File: config.mk
export PLATFORM = sky130hd
export DESIGN_NAME = ufto_ctrl
export DESIGN_NICKNAME = d
export VERILOG_FILES = /design/src/sv/ufto_pkg.sv /design/src/sv/ufto_ctrl.sv
export SDC_FILE = /design/constraint.sdc
export NUM_CORES = 1
export LEC_CHECK = 0
export ABC_AREA = 1
export BUFFER_PORTS_ARGS = -buffer_cell sky130_fd_sc_hd__buf_2
export CAP_MARGIN = 10
export CORE_AREA = 5 5 42 44
export DETAILED_ROUTE_END_ITERATION = 16
export DIE_AREA = 0 0 47 49
export PLACE_DENSITY = 0.43
export SETUP_SLACK_MARGIN = 0.4
export SYNTH_ARGS = -nofsm -noshare
export SYNTH_HDL_FRONTEND = slang
export SYNTH_SLANG_ARGS = --single-unit
File: constraint.sdc
create_clock -name clk -period 1.1 [get_ports clk]
set_clock_uncertainty 0.05 [all_clocks]
set_input_delay 0.055 -clock clk [delete_from_list [all_inputs] [get_ports clk]]
set_output_delay 0.055 -clock clk [all_outputs]
set_load 0.02 [all_outputs]
File: src/sv/ufto_pkg.sv
`timescale 1ns / 1ps

package ufto_pkg;

  localparam int ADDR_W    = 32;
  localparam int PORT_W    = 16;
  localparam int RSLOT_W   = 8;
  localparam int TIME_W    = 32;
  localparam int TMO_W     = 16;
  localparam int SLOT_W    = 8;
  localparam int COUNT_W   = 9;
  localparam int IN_DATA_W = 56;
  localparam int OUT_DATA_W = 24;

  localparam logic [TMO_W-1:0]   TIMEOUT_RESET = 16'd90;
  localparam logic [COUNT_W-1:0] COUNT_MAX     = 9'd511;

  typedef enum logic [1:0] {
    OP_PACKET = 2'd0,
    OP_TICK   = 2'd1,
    OP_REPLY  = 2'd2
  } opcode_t;

  typedef enum logic [2:0] {
    ACT_NEW   = 3'd0,
    ACT_FWD   = 3'd1,
    ACT_DROP  = 3'd2,
    ACT_TICK  = 3'd3,
    ACT_REPLY = 3'd4
  } action_t;

  typedef enum logic [2:0] {
    ST_IDLE,
    ST_SCAN,
    ST_DRAIN,
    ST_FINISH
  } state_t;

  // Commands from the controller to the datapath.
  typedef struct packed {
    logic load;    // capture the accepted input transaction, clear scan state
    logic step;    // read one table entry and advance the scan pointer
    logic commit;  // apply the update and load the result register
  } cmd_t;

  // Status from the datapath to the controller.
  typedef struct packed {
    logic scan_last;  // the scan pointer is at the last entry
    logic out_busy;   // the result register holds a result that is not taken
  } status_t;

endpackage

File: src/sv/ufto_ctrl.sv
`timescale 1ns / 1ps

module ufto_ctrl (
  input  logic             clk,
  input  logic             rst_n,
  input  logic             in_tvalid,
  input  logic [1:0]       in_op,
  output logic             in_tready,
  input  ufto_pkg::status_t sts,
  output ufto_pkg::cmd_t    cmd
);
  import ufto_pkg::*;

  state_t state_r;
  state_t state_nxt;

  always_ff @(posedge clk) begin
    if (!rst_n) begin
      state_r <= ST_IDLE;
    end else begin
      state_r <= state_nxt;
    end
  end

  always_comb begin
    state_nxt  = state_r;
    in_tready  = 1'b0;
    cmd        = '0;
    unique case (state_r)
      ST_IDLE: begin
        in_tready = 1'b1;
        if (in_tvalid) begin
          cmd.load = 1'b1;
          unique case (in_op)
            OP_PACKET, OP_TICK: state_nxt = ST_SCAN;
            OP_REPLY:           state_nxt = ST_FINISH;
            default:            state_nxt = ST_IDLE;
          endcase
        end
      end
      ST_SCAN: begin
        cmd.step = 1'b1;
        if (sts.scan_last) begin
          state_nxt = ST_DRAIN;
        end
      end
      ST_DRAIN: begin
        // The last entry read is compared in this cycle.
        state_nxt = ST_FINISH;
      end
      ST_FINISH: begin
        if (!sts.out_busy) begin
          cmd.commit = 1'b1;
          state_nxt  = ST_IDLE;
        end
      end
      default: state_nxt = ST_IDLE;
    endcase
  end

endmodule

Word-level counts from Yosys, hierarchy flattened. Cells that the tools add are included.

Equal/unequal tests: 8. Multiplexer cells: 11. Reductions and logical operators: 4.

Operators by type and width (number): 3-bit case mux with 4 select lines (1); 3-bit two-way mux (3); 3-bit by 2-bit == test with 1-bit output (second input constant) (2); 1-bit two-way mux (6); 2-bit != test (second input constant) (3); 2-bit case mux with 2 select lines (1); 3-bit by 1-bit == test with 1-bit output (second input constant) (1); 3-bit logical NOT (1); 3-bit AND reduction (1); 2-bit by 1-bit == test with 1-bit output (second input constant) (1); 2-bit == test (second input constant) (1); 2-bit logical NOT (1); 2-bit OR reduction (1).

Bits in registers: 3. Input bits: 7. Output and inout bits: 4. Logic and storage cells: 24.

Depth between registers and ports, before layout. Gate-level depths: netlist of run 1.

Word-level depth: 5. Gate-level depth with buffers: 7. Depth with buffers taken out: 7.

Least setup slack after synthesis of run 1. No wires, ideal clock.

Kind: flip-flop to flip-flop. Start: register state_r[0]. End: register state_r[1]. Setup time: 114 ps. Arrival: 1079 ps. Data required time: 936 ps. Path slack: -143 ps. Cell stages (with the launch flop): 7. Buffers on the path: 0. Period minus slack after synthesis: 1243 ps. Cells stage by stage: dfxtp_1 > inv_1 > ha_1 > nand2_2 > nand3_4 > a21oi_1 > nor2_1.

Word-level cells in the longest chain between the ends: 3. Elaborated cells on any way between the ends: 9. Classes of those cells: eq/ne (6); mux (1); reduce/logical (2).

RTL lines: start: declaration (RTL line ufto_ctrl.sv:14) `state_t state_r;`; start signal: assignment (RTL line ufto_ctrl.sv:21) `state_r <= state_nxt;`; 3-bit by 1-bit == test with 1-bit output, or another cell as far along (RTL line ufto_ctrl.sv:29) `unique case (state_r)`; 2-bit != test (no source line); 3-bit AND reduction (no source line).

Several ways; a longest one is shown, not always the timed one. A chain may end at the register's enable or synchronous reset.

==> metrics.md, run 1 <==
| Metric | Value |
|---|---|
| Sequential Power Share | `between 10% and 20%` |
| Dpl hpwl | `435.6 um` |
| Max incr delay on CP | `0.37 ns` |
| FMAX | `0.8933 GHz` |
| Die Height | `around 50 um` |
| Synthesized instance count | `36` |
| Max_slew headroom | `around 93%` |
| Power density over the cells | `around 2700 nW/um2` |
| Failing checks | `negative setup slack` |
| Worst path cell trace | `inv_6, ha_4, nand2_2, inv_2, buf_6` |
| Total internal power | `0.7625 mW` |
| Grt ovf | `0` |
| Register area share after synthesis | `16.75%` |
| Clk sink count | `2` |
| Crit path DAT | `1.01 ns` |
| CP Max Fanout | `4` |
| Synth warn | `0` |
| Clock-pin slew on the worst setup and hold paths | `0.03 ns` |
| First-pass GRT wire length | `952 um` |
| Std-Cell Rows | `14` |
| Layout Nets | `approximately 70` |
| Drt first pass iters | `2` |
| WL/cell | `7.792 um` |
| Worst-skew pair later-pin latency | `0.23 ns` |
| Top Registers | `state_r x2` |
| Vias/cell | `~3.5` |
| Initial DRC count | `4` |
| CP Launch Type | `register` |
| Layout cells sized above 1 | `67.86%` |
| Largest Register | `state_r` |
| Vias in the first global route | `about 240` |
| Max-Cap Viols | `0` |
| R2R setup slack | `-0.02 ns` |
| Worst EP required | `1.00 ns` |
| Remaining antenna violation count | `0` |
| Worst Setup Path Type | `register to primary output` |
| Largest register FFs | `2` |
| Tightest Pin Transition | `approximately 0.1 ns` |
| Clk root buf | `clkbuf_4` |
| Placer congestion estimate | `0.6618` |
| Switching Power | `0.5759 mW` |
| # fillers | `between 150 and 200` |
| Syn_nets | `48` |
| Antenna diode count | `0` |
| Switching Fraction | `between 40% and 50%` |
| Post-synth cell types | `10` |
| Logic pwr share | `71.6%` |
| IO Pins | `11` |
| Final worst-path cycle share | `101.8%` |
| Final Power | `1.338 mW` |
| Clock buffer count from CTS | `3` |
| Commonest non-fill, non-tap cells in the layout | `nand2_1 (6), buf_2 (6)` |
| Maximum clock insertion buffer count | `2` |
| #FFs+latches synth | `2` |
| Initial antenna violation count | `0` |
| DR vias | `253` |
| Critical-path top delay cell | `dfxtp_4` |
| Hold WS | `0.007920 ns` |
| Setup Viol. Count Final | `3` |
| # port buffers | `10` |
| Initial Util | `17.05%` |
| Wirelength, routed | `roughly 560 um` |
| CTS HTree Levels | `1` |
| Area Overhead vs Synth | `108.4%` |
| Final min period | `roughly 1.1 ns` |
| Final Core Density | `35.54%` |
| VDD IR max | `0.001173 V` |
| Syn Std Cell Area | `239.0 um2` |
| CORE AREA | `1401 um2` |
| Largest net degree at the start of global routing | `5` |
| CTS tree | `built` |
| # DRC | `0` |
| P_leak | `0.2490 nW` |
| Total die area | `2303 um2` |
| Final hold violations | `0` |
| Status | `finished with violations` |
| Hold Path Class | `input port to register` |
| Fin. max-slew vios | `0` |
| Setup TNS | `-0.04153 ns` |
| Syn Area/Cell | `6.638 um2` |
| DIE WIDTH | `47 um` |
| Total GRT Usage | `5.688%` |
| Post-route setup slack | `-0.01939 ns` |
| Clock Power Share | `13.5%` |
| RSZ-0062 raised after global routing | `true` |
| Element type at the critical path end | `primary output` |
## metal layers
metal	up-vias	track usage (%)	part of all wire, %
met1	102	7.407	47
met5	-	0	0
li1	145	-	-
met4	0	2.765	0
met2	6	7.240	47
met3	0	3.321	6.1
## area by class of cell
class                           count  area [um2]  share of cell area (%)
Sequential cell                     2       47.55                   9.548
Inverter                            9       43.79                   8.794
Tap cell                           16       20.02                   4.020
Clock buffer                        4       26.28                   5.276
Multi-Input combinational cell     25       236.5                   47.49
Timing Repair Buffer               16       123.9                   24.87
## power by group through the flow
stage / Combinational (mW) / Clock, mW / Sequential (mW)
3_3_place_gp: 0.708 / 0 / 0.183
2_1_floorplan: 0.563 / 0 / 0.178
3_5_place_dp: 0.704 / 0 / 0.184
5_1_grt: 1.05 / 0.210 / 0.209
4_1_cts: 0.890 / 0.189 / 0.168
6_report: 0.958 / 0.180 / 0.200
## stage by stage
| step | worst slack [ns] | area [um2] | std cells |
|---|---|---|---|
| after floorplan | 0.04836 | 297.8 | 36 |
| after global placement | 0.01281 | 382.9 | 64 |
| after detailed placement | 0.005454 | 382.9 | 64 |
| after CTS | -0.03687 | 455.4 | 70 |
| after global routing | -0.08829 | 498.0 | 72 |
| final | -0.01939 | 498.0 | 72 |
## synthesized netlist by cell type
cell	n	area share [%]
dfxtp_1	2	17
inv_2	1	1.6
nor2_1	4	6.3
nand3_4	1	7.3
nand2_1	8	13
a21oi_1	1	2.1
nand3_1	2	4.2
nand2_2	4	10
inv_1	8	13
ha_1	5	26
## path summary, 6_finish.rpt
path                                start                       to  cells after the start
setup reg to reg  state_r[0]$_SDFFE_PN0P_  state_r[1]$_SDFFE_PN0P_                      7
hold / removal                      rst_n  state_r[0]$_SDFFE_PN0P_                      3
setup / recovery  state_r[1]$_SDFFE_PN0P_                   cmd[2]                      5
hold reg to reg   state_r[0]$_SDFFE_PN0P_  state_r[0]$_SDFFE_PN0P_                      5
## timing repair
action | CTS | global route
endpoints found under the setup margin | 6 | 6
pin swaps | 3 | 7
buffers inserted | 2 | 2
gates resized for setup | 11 | 7
hold endpoints to repair | 1 | 1
## logic make-up after synthesis
group           count (synthesis)  share of synthesized area [%]
simple gates                   19                          40.84
compound gates                  1                          2.092
flops                           2                          16.75
buf+inv                         9                          14.14
fa+ha+maj                       5                          26.18
## critical path, delay by kind of cell, from the launching register on
kind	cells	cell delay, ns
DFF	1	0.37
buffers and inverters	3	0.21
and+or+nand+nor	1	0.05
adders and majority gates	1	0.16
Note: power is estimated with default switching activity, not from simulation.
==> run 2, diff against run 1 <==
ABC_AREA = unset   (was 1)
PLACE_DENSITY = 0.46   (was 0.43)
==> run 2 against run 1 <==
Against the previous run:
- the flow still finishes with violations (negative setup slack)
- power decreased by 27%
- sequential cell count unchanged
- combinational power decreased by 31%
- die area unchanged
- sequential share of layout area increased by 0.15 points
- design area decreased by 1.5%
- critical path depth unchanged
- synthesized cell count decreased by 19%
- largest power group unchanged
- highest routed layer unchanged
==> metrics.md, run 2 <==
| Metric | Value |
|---|---|
| Max_slew headroom | `79.73%` |
| Remaining antenna violation count | `0` |
| Clock-pin slew on the worst setup and hold paths | `0.03 ns` |
| Syn_nets | `41` |
| Vias in the first global route | `306` |
| CTS tree | `built` |
| Status | `finished with violations` |
| Initial antenna violation count | `0` |
| CTS HTree Levels | `1` |
| Hold Path Class | `input port to register` |
| Syn Std Cell Area | `280.3 um2` |
| Worst path cell trace | `buf_6, ha_4, nor2b_4, o311ai_2, o41ai_2` |
| Commonest non-fill, non-tap cell in the layout | `buf_2` |
| Area Overhead vs Synth | `75.00%` |
| Clk root buf | `clkbuf_4` |
| Largest family of logic cells by synthesized area | `compound AO/OA/AOI/OAI gates` |
| Design Area, Final | `around 490 um2` |
| Final hold violations | `0` |
| Synth Flop Type | `dfxtp_1` |
| P_leak | `0.2174 nW` |
| Post-synth EDFFs | `0` |
| Synth Area in Adders | `22.32%` |
| Commonest cells post-synth | `ha_1 (5), inv_1 (4), nand2_1 (3), nor2b_1 (3)` |
| Setup Viol. Count Final | `4` |
| Mux contribution to synthesized area | `0%` |
| CP Max Fanout | `4` |
| Top-count cell post-synth | `ha_1` |
| Fin cells | `62` |
| Commonest non-fill, non-tap cells in the layout | `buf_2 (7), buf_4 (4)` |
| Grt ovf | `0` |
| Synth warn | `0` |
| Max-Cap Viols | `0` |
| DIE WIDTH | `47 um` |
| # DRC | `0` |
| Initial DRC count | `3` |
| Compound-cell area share of the yosys netlist | `35.71%` |
| XOR/XNOR Fraction of Synth Area | `0%` |
| Final min period | `1.330 ns` |
| Yosys top cell by area | `ha_1` |
| Async SR Flop Fraction | `0%` |
| WL/cell | `11.90 um` |
| FMAX | `0.7519 GHz` |
| Failing checks | `negative setup slack` |
| Register area share after synthesis | `14.29%` |
| Layout Nets | `60` |
| Wirelength, routed | `738 um` |
| Layout cells sized above 1 | `69.57%` |
| Largest Register | `state_r` |
| Worst EP required | `1.14 ns` |
| Sequential Power Share | `about 16%` |
| Yosys top cell area share | `22.32%` |
| Worst-skew pair later-pin latency | `about 0.22 ns` |
| Antenna diode count | `0` |
| CORE AREA | `about 1400 um2` |
| Final Power | `0.9716 mW` |
| Die Height | `49 um` |
| Syn Area/Cell | `9.664 um2` |
| Maximum clock insertion buffer count | `2` |
| #FFs+latches synth | `2` |
| DR vias | `about 260` |
| # fillers | `between 100 and 150` |
| IO Pins | `11` |
| CP Launch Type | `register` |
| Crit path DAT | `between 1 and 1.5 ns` |
| Vias/cell | `4.129` |
| Clock Power Share | `16.7%` |
| VDD IR max | `0.0007231 V` |
| Synth top area cells | `ha_1 (22%), dfxtp_1 (14%), a2111oi_4 (9.8%)` |
| Max incr delay on CP | `0.35 ns` |
| Critical-path top delay cell | `dfxtp_4` |
| Post-route setup slack | `-0.2299 ns` |
| Largest net degree at the start of global routing | `5` |
| Dpl hpwl | `roughly 620 um` |
| R2R setup slack | `-0.23 ns` |
| Clock buffer count from CTS | `3` |
| Element type at the critical path end | `register` |
| Drt first pass iters | `2` |
| Total GRT Usage | `7.590%` |
| Power density over the cells | `1981 nW/um2` |
| First-pass GRT wire length | `1311 um` |
| Logic pwr share | `67.9%` |
| Synth Area in Simple Gates | `22.32%` |
| Total die area | `approximately 2300 um2` |
| Final worst-path cycle share | `120.9%` |
| Placer congestion estimate | `around 0.72` |
| Tightest Pin Transition | `between 0.3 and 0.4 ns` |
| # port buffers | `10` |
| Placed insts | `58` |
| Largest register FFs | `2` |
| Post-synth cell types | `16` |
| Initial Util | `20.00%` |
| RSZ-0062 raised after global routing | `true` |
| Fin. max-slew vios | `0` |
| Switching Fraction | `39.95%` |
| Clk sink count | `2` |
| Std-Cell Rows | `14` |
| Synthesized instance count | `29` |
| Switching Power | `0.3882 mW` |
| Top Registers | `state_r x2` |
| Post-Place Cell Area | `441.7 um2` |
| Total internal power | `a little under 0.6 mW` |
| Worst Setup Path Type | `register to register` |
## run 2: power groups by stage
stage | Clock [mW] | Combinational [mW] | Sequential (mW)
global route | 0.179 | 0.721 | 0.153
global placement | 0 | 0.567 | 0.154
CTS | 0.176 | 0.660 | 0.149
floorplan | 0 | 0.445 | 0.153
detailed placement | 0 | 0.583 | 0.152
finish | 0.162 | 0.659 | 0.150
## run 2: worst max-delay path, delay by kind of cell (launching register included)
kind	cells	cell delay, ns
adder cells (fa/ha/maj)	1	0.15
AO/OA/AOI/OAI	2	0.40
buffers and inverters	1	0.12
AND/OR/NAND/NOR	1	0.13
flip-flops	1	0.35
## run 2: what timing repair did
| item | CTS | global route |
|---|---|---|
| gates resized for setup | 5 | 1 |
| cloned | 0 | 0 |
| pin swaps | 3 | 0 |
| hold buffers | 0 | 0 |
| buffers inserted | 1 | 0 |
| setup endpoints to repair | 6 | 6 |
## run 2: layout make-up
type                       count  area, um2  area share [%]
multi-input combinational     23      279.0           56.89
timing repair buffer          14      98.84           20.15
tap                           16      20.02           4.082
inverter                       4      22.52           4.592
clock buffer                   3      22.52           4.592
sequential                     2      47.55           9.694
## run 2: path summary, 6_finish.rpt
check                          startpoint                 endpoint  cells after the start
setup / recovery  state_r[0]$_SDFFE_PN0P_  state_r[1]$_SDFFE_PN0P_                      5
hold / removal                      rst_n  state_r[0]$_SDFFE_PN0P_                      3
setup reg to reg  state_r[0]$_SDFFE_PN0P_  state_r[1]$_SDFFE_PN0P_                      5
hold reg to reg   state_r[0]$_SDFFE_PN0P_  state_r[0]$_SDFFE_PN0P_                      3
## run 2: layer usage
layer | global-route usage [%] | vias to the layer above | part of all wire [%]
met1 | 8.952 | 114 | 41
met4 | 4.147 | 0 | 0
met3 | 0.3690 | 0 | 4.2
met2 | 12.90 | 4 | 54
met5 | 0 | - | 0
li1 | - | 138 | -
## run 2: cell families (layout without fill, tap and decap cells)
group / count (synthesis) / in the layout
AO/OA/AOI/OAI: 7 / 7
adder cells (fa/ha/maj): 5 / 5
flip-flops: 2 / 2
AND/OR/NAND/NOR: 11 / 11
buffers and inverters: 4 / 21
## run 2: metrics by stage
step           worst slack (ns)  utilization [%]  hold slack (ns)  TNS (ns)
2_1_floorplan           -0.2113                -          0.09152   -0.3865
3_3_place_gp            -0.2637            31.52           0.2966   -0.4796
3_5_place_dp            -0.2860            31.52           0.3044   -0.5232
4_1_cts                 -0.2376            34.82          0.06977   -0.7935
5_1_grt                 -0.2853            35.00          0.09095   -0.9821
6_report                -0.2299            35.00          0.07900   -0.7286
==> run 3, diff against run 2 <==
--- a/config.mk
+++ b/config.mk
@@ -12,3 +12,3 @@
 export DIE_AREA = 0 0 47 49
-export PLACE_DENSITY = 0.46
+export PLACE_DENSITY = 0.45
 export SETUP_SLACK_MARGIN = 0.4
==> constraint.sdc (replaced) <==
create_clock -name clk -period 1.5 [get_ports clk]
set_clock_uncertainty 0.05 [all_clocks]
set_input_delay 0.45 -clock clk [delete_from_list [all_inputs] [get_ports clk]]
set_output_delay 0.45 -clock clk [all_outputs]
set_load 0.02 [all_outputs]
==> run 3 against run 2 <==
Against the previous run:
- the flow still finishes with violations (negative setup slack)
- design area grew 17%
- non-clock buffer count grew 3
- combinational power is essentially flat
- die area is the same
- cell count grew 4.8%
- hold slack gained 0.39 ns
- sequential cell count is the same
- worst setup slack gained 0.17 ns
- via count grew 12%
- largest cell class unchanged
- highest routed layer is now met4
==> metrics.md, run 3 (synthesized netlist as in run 2, its figures left out) <==
| Metric | Value |
|---|---|
| Failing checks | `negative setup slack` |
| Tightest Pin Transition | `0.2568 ns` |
| Layout Nets | `63` |
| Final min period | `1.555 ns` |
| Post-route setup slack | `-0.05502 ns` |
| Max_slew headroom | `82.69%` |
| Clock buffer count from CTS | `3` |
| Final worst-path cycle share | `103.7%` |
| Worst-skew pair later-pin latency | `0.21 ns` |
| Area Overhead vs Synth | `104.9%` |
| Worst EP required | `1.00 ns` |
| Power density over the cells | `~1500 nW/um2` |
| First-pass GRT wire length | `1504 um` |
| Layout cells sized above 1 | `79.59%` |
| CP Launch Type | `register` |
| # port buffers | `10` |
| Commonest non-fill, non-tap cells in the layout | `buf_2 (6), buf_6 (5), buf_4 (4)` |
| Remaining antenna violation count | `0` |
| Placer congestion estimate | `approximately 0.74` |
| Clk root buf | `clkbuf_4` |
| # fillers | `149` |
| Clock-pin slew on the worst setup and hold paths | `around 0.030 ns` |
| Element type at the critical path end | `primary output` |
| Total GRT Usage | `9.480%` |
| Initial Util | `between 20 and 25%` |
| Drt first pass iters | `4` |
| Antenna diode count | `0` |
| Initial DRC count | `2` |
| IO Pins | `11` |
| Maximum clock insertion buffer count | `2` |
| Total die area | `2303 um2` |
| Post-place setup slack | `0.08984 ns` |
| CORE AREA | `1401 um2` |
| Largest register FFs | `2` |
| Final hold violations | `0` |
| Largest Register | `state_r` |
| CP Max Fanout | `3` |
| Worst Setup Path Type | `register to primary output` |
| Largest net degree at the start of global routing | `5` |
| Post-CTS Hold Buffers | `0` |
| P_leak | `0.2609 nW` |
| DR vias | `between 200 and 300` |
| Fin. max-slew vios | `0` |
| # DRC | `0` |
| Wirelength, routed | `851 um` |
| CTS tree | `built` |
| Worst Reg-to-Reg Cells | `7` |
| Die Height | `about 50 um` |
| Commonest non-fill, non-tap cell in the layout | `buf_2` |
| Final Power | `0.8805 mW` |
| FMAX | `0.6431 GHz` |
| Hold WS | `0.4711 ns` |
| VDD IR max | `0.0007034 V` |
| Hold Path Stages | `2` |
| RSZ-0062 raised after global routing | `true` |
| Status | `finished with violations` |
| Design Area, Final | `around 570 um2` |
| Grt ovf | `0` |
| Post-Place Cell Area | `419.2 um2` |
| Clk sink count | `2` |
| Hold Path Class | `register to register` |
| Crit path DAT | `1.06 ns` |
| CTS HTree Levels | `1` |
| Top Registers | `state_r x2` |
| DIE WIDTH | `47 um` |
| Initial antenna violation count | `0` |
| Vias/cell | `4.400` |
| Max-Cap Viols | `0` |
| Vias in the first global route | `about 340` |
| Std-Cell Rows | `14` |
| WL/cell | `13.09 um` |
| Dpl hpwl | `631.8 um` |
| Setup Viol. Count Final | `4` |
==> run 3: changes by cell type in the layout (fill, tap and decap cells not counted), sizes merged <==
cell	previous run	this run
buf	14	17
==> run 3: repair_timing <==
action                                  in CTS  in global routing
resized for setup                           13                  3
pin swaps                                    5                  3
setup buffers                                6                  1
cloned                                       0                  0
endpoints found under the setup margin       6                  6
==> run 3: final cells by class <==
| class | count | area, um2 | area share (%) |
|---|---|---|---|
| Clock buffer | 3 | 22.52 | 3.922 |
| Multi-Input combinational cell | 23 | 302.8 | 52.72 |
| Sequential cell | 2 | 47.55 | 8.279 |
| Tap cell | 16 | 20.02 | 3.486 |
| Timing Repair Buffer | 17 | 156.4 | 27.23 |
| Inverter | 4 | 25.02 | 4.357 |
==> run 3: through the flow <==
| step | setup TNS [ns] | utilization (%) | std cells |
|---|---|---|---|
| CTS | -0.2104 | 39.29 | 64 |
| global route | -0.3577 | 40.98 | 65 |
| detailed placement | 0 | 29.91 | 55 |
| finish | -0.1914 | 40.98 | 65 |
| floorplan | 0 | - | 29 |
| global placement | 0 | 29.91 | 55 |
==> run 3: per-layer routing <==
metal	global-route usage (%)	part of all wire (%)	wire length, um
met5	0	0	0
met4	6.912	2.4	20
met3	4.428	6.0	51
met2	14.48	55	468
met1	9.586	36	310
==> run 3: path summary, 6_finish.rpt <==
| kind | start | end | slack (ns) |
|---|---|---|---|
| worst max register to register | state_r[1]$_SDFFE_PN0P_ | state_r[1]$_SDFFE_PN0P_ | 0.04 |
| worst min-delay path | state_r[0]$_SDFFE_PN0P_ | state_r[0]$_SDFFE_PN0P_ | 0.47 |
| worst max-delay path | state_r[1]$_SDFFE_PN0P_ | cmd[2] | -0.06 |
| worst min register to register | state_r[0]$_SDFFE_PN0P_ | state_r[0]$_SDFFE_PN0P_ | 0.47 |
==> run 3: worst max-delay path, cell delays in order, from the launching register on <==
cell     delay, ns
dfxtp_4       0.38
inv_8         0.05
ha_4          0.16
and2_4        0.13
buf_6         0.12
==> run 3: power by group <==
| part | switching [mW] | leakage, nW | internal (mW) |
|---|---|---|---|
| sequential | 0.0303 | 0.0178 | 0.0795 |
| combinational | 0.273 | 0.229 | 0.387 |
| clock | 0.0230 | 0.0138 | 0.0876 |
| total | 0.327 | 0.261 | 0.554 |
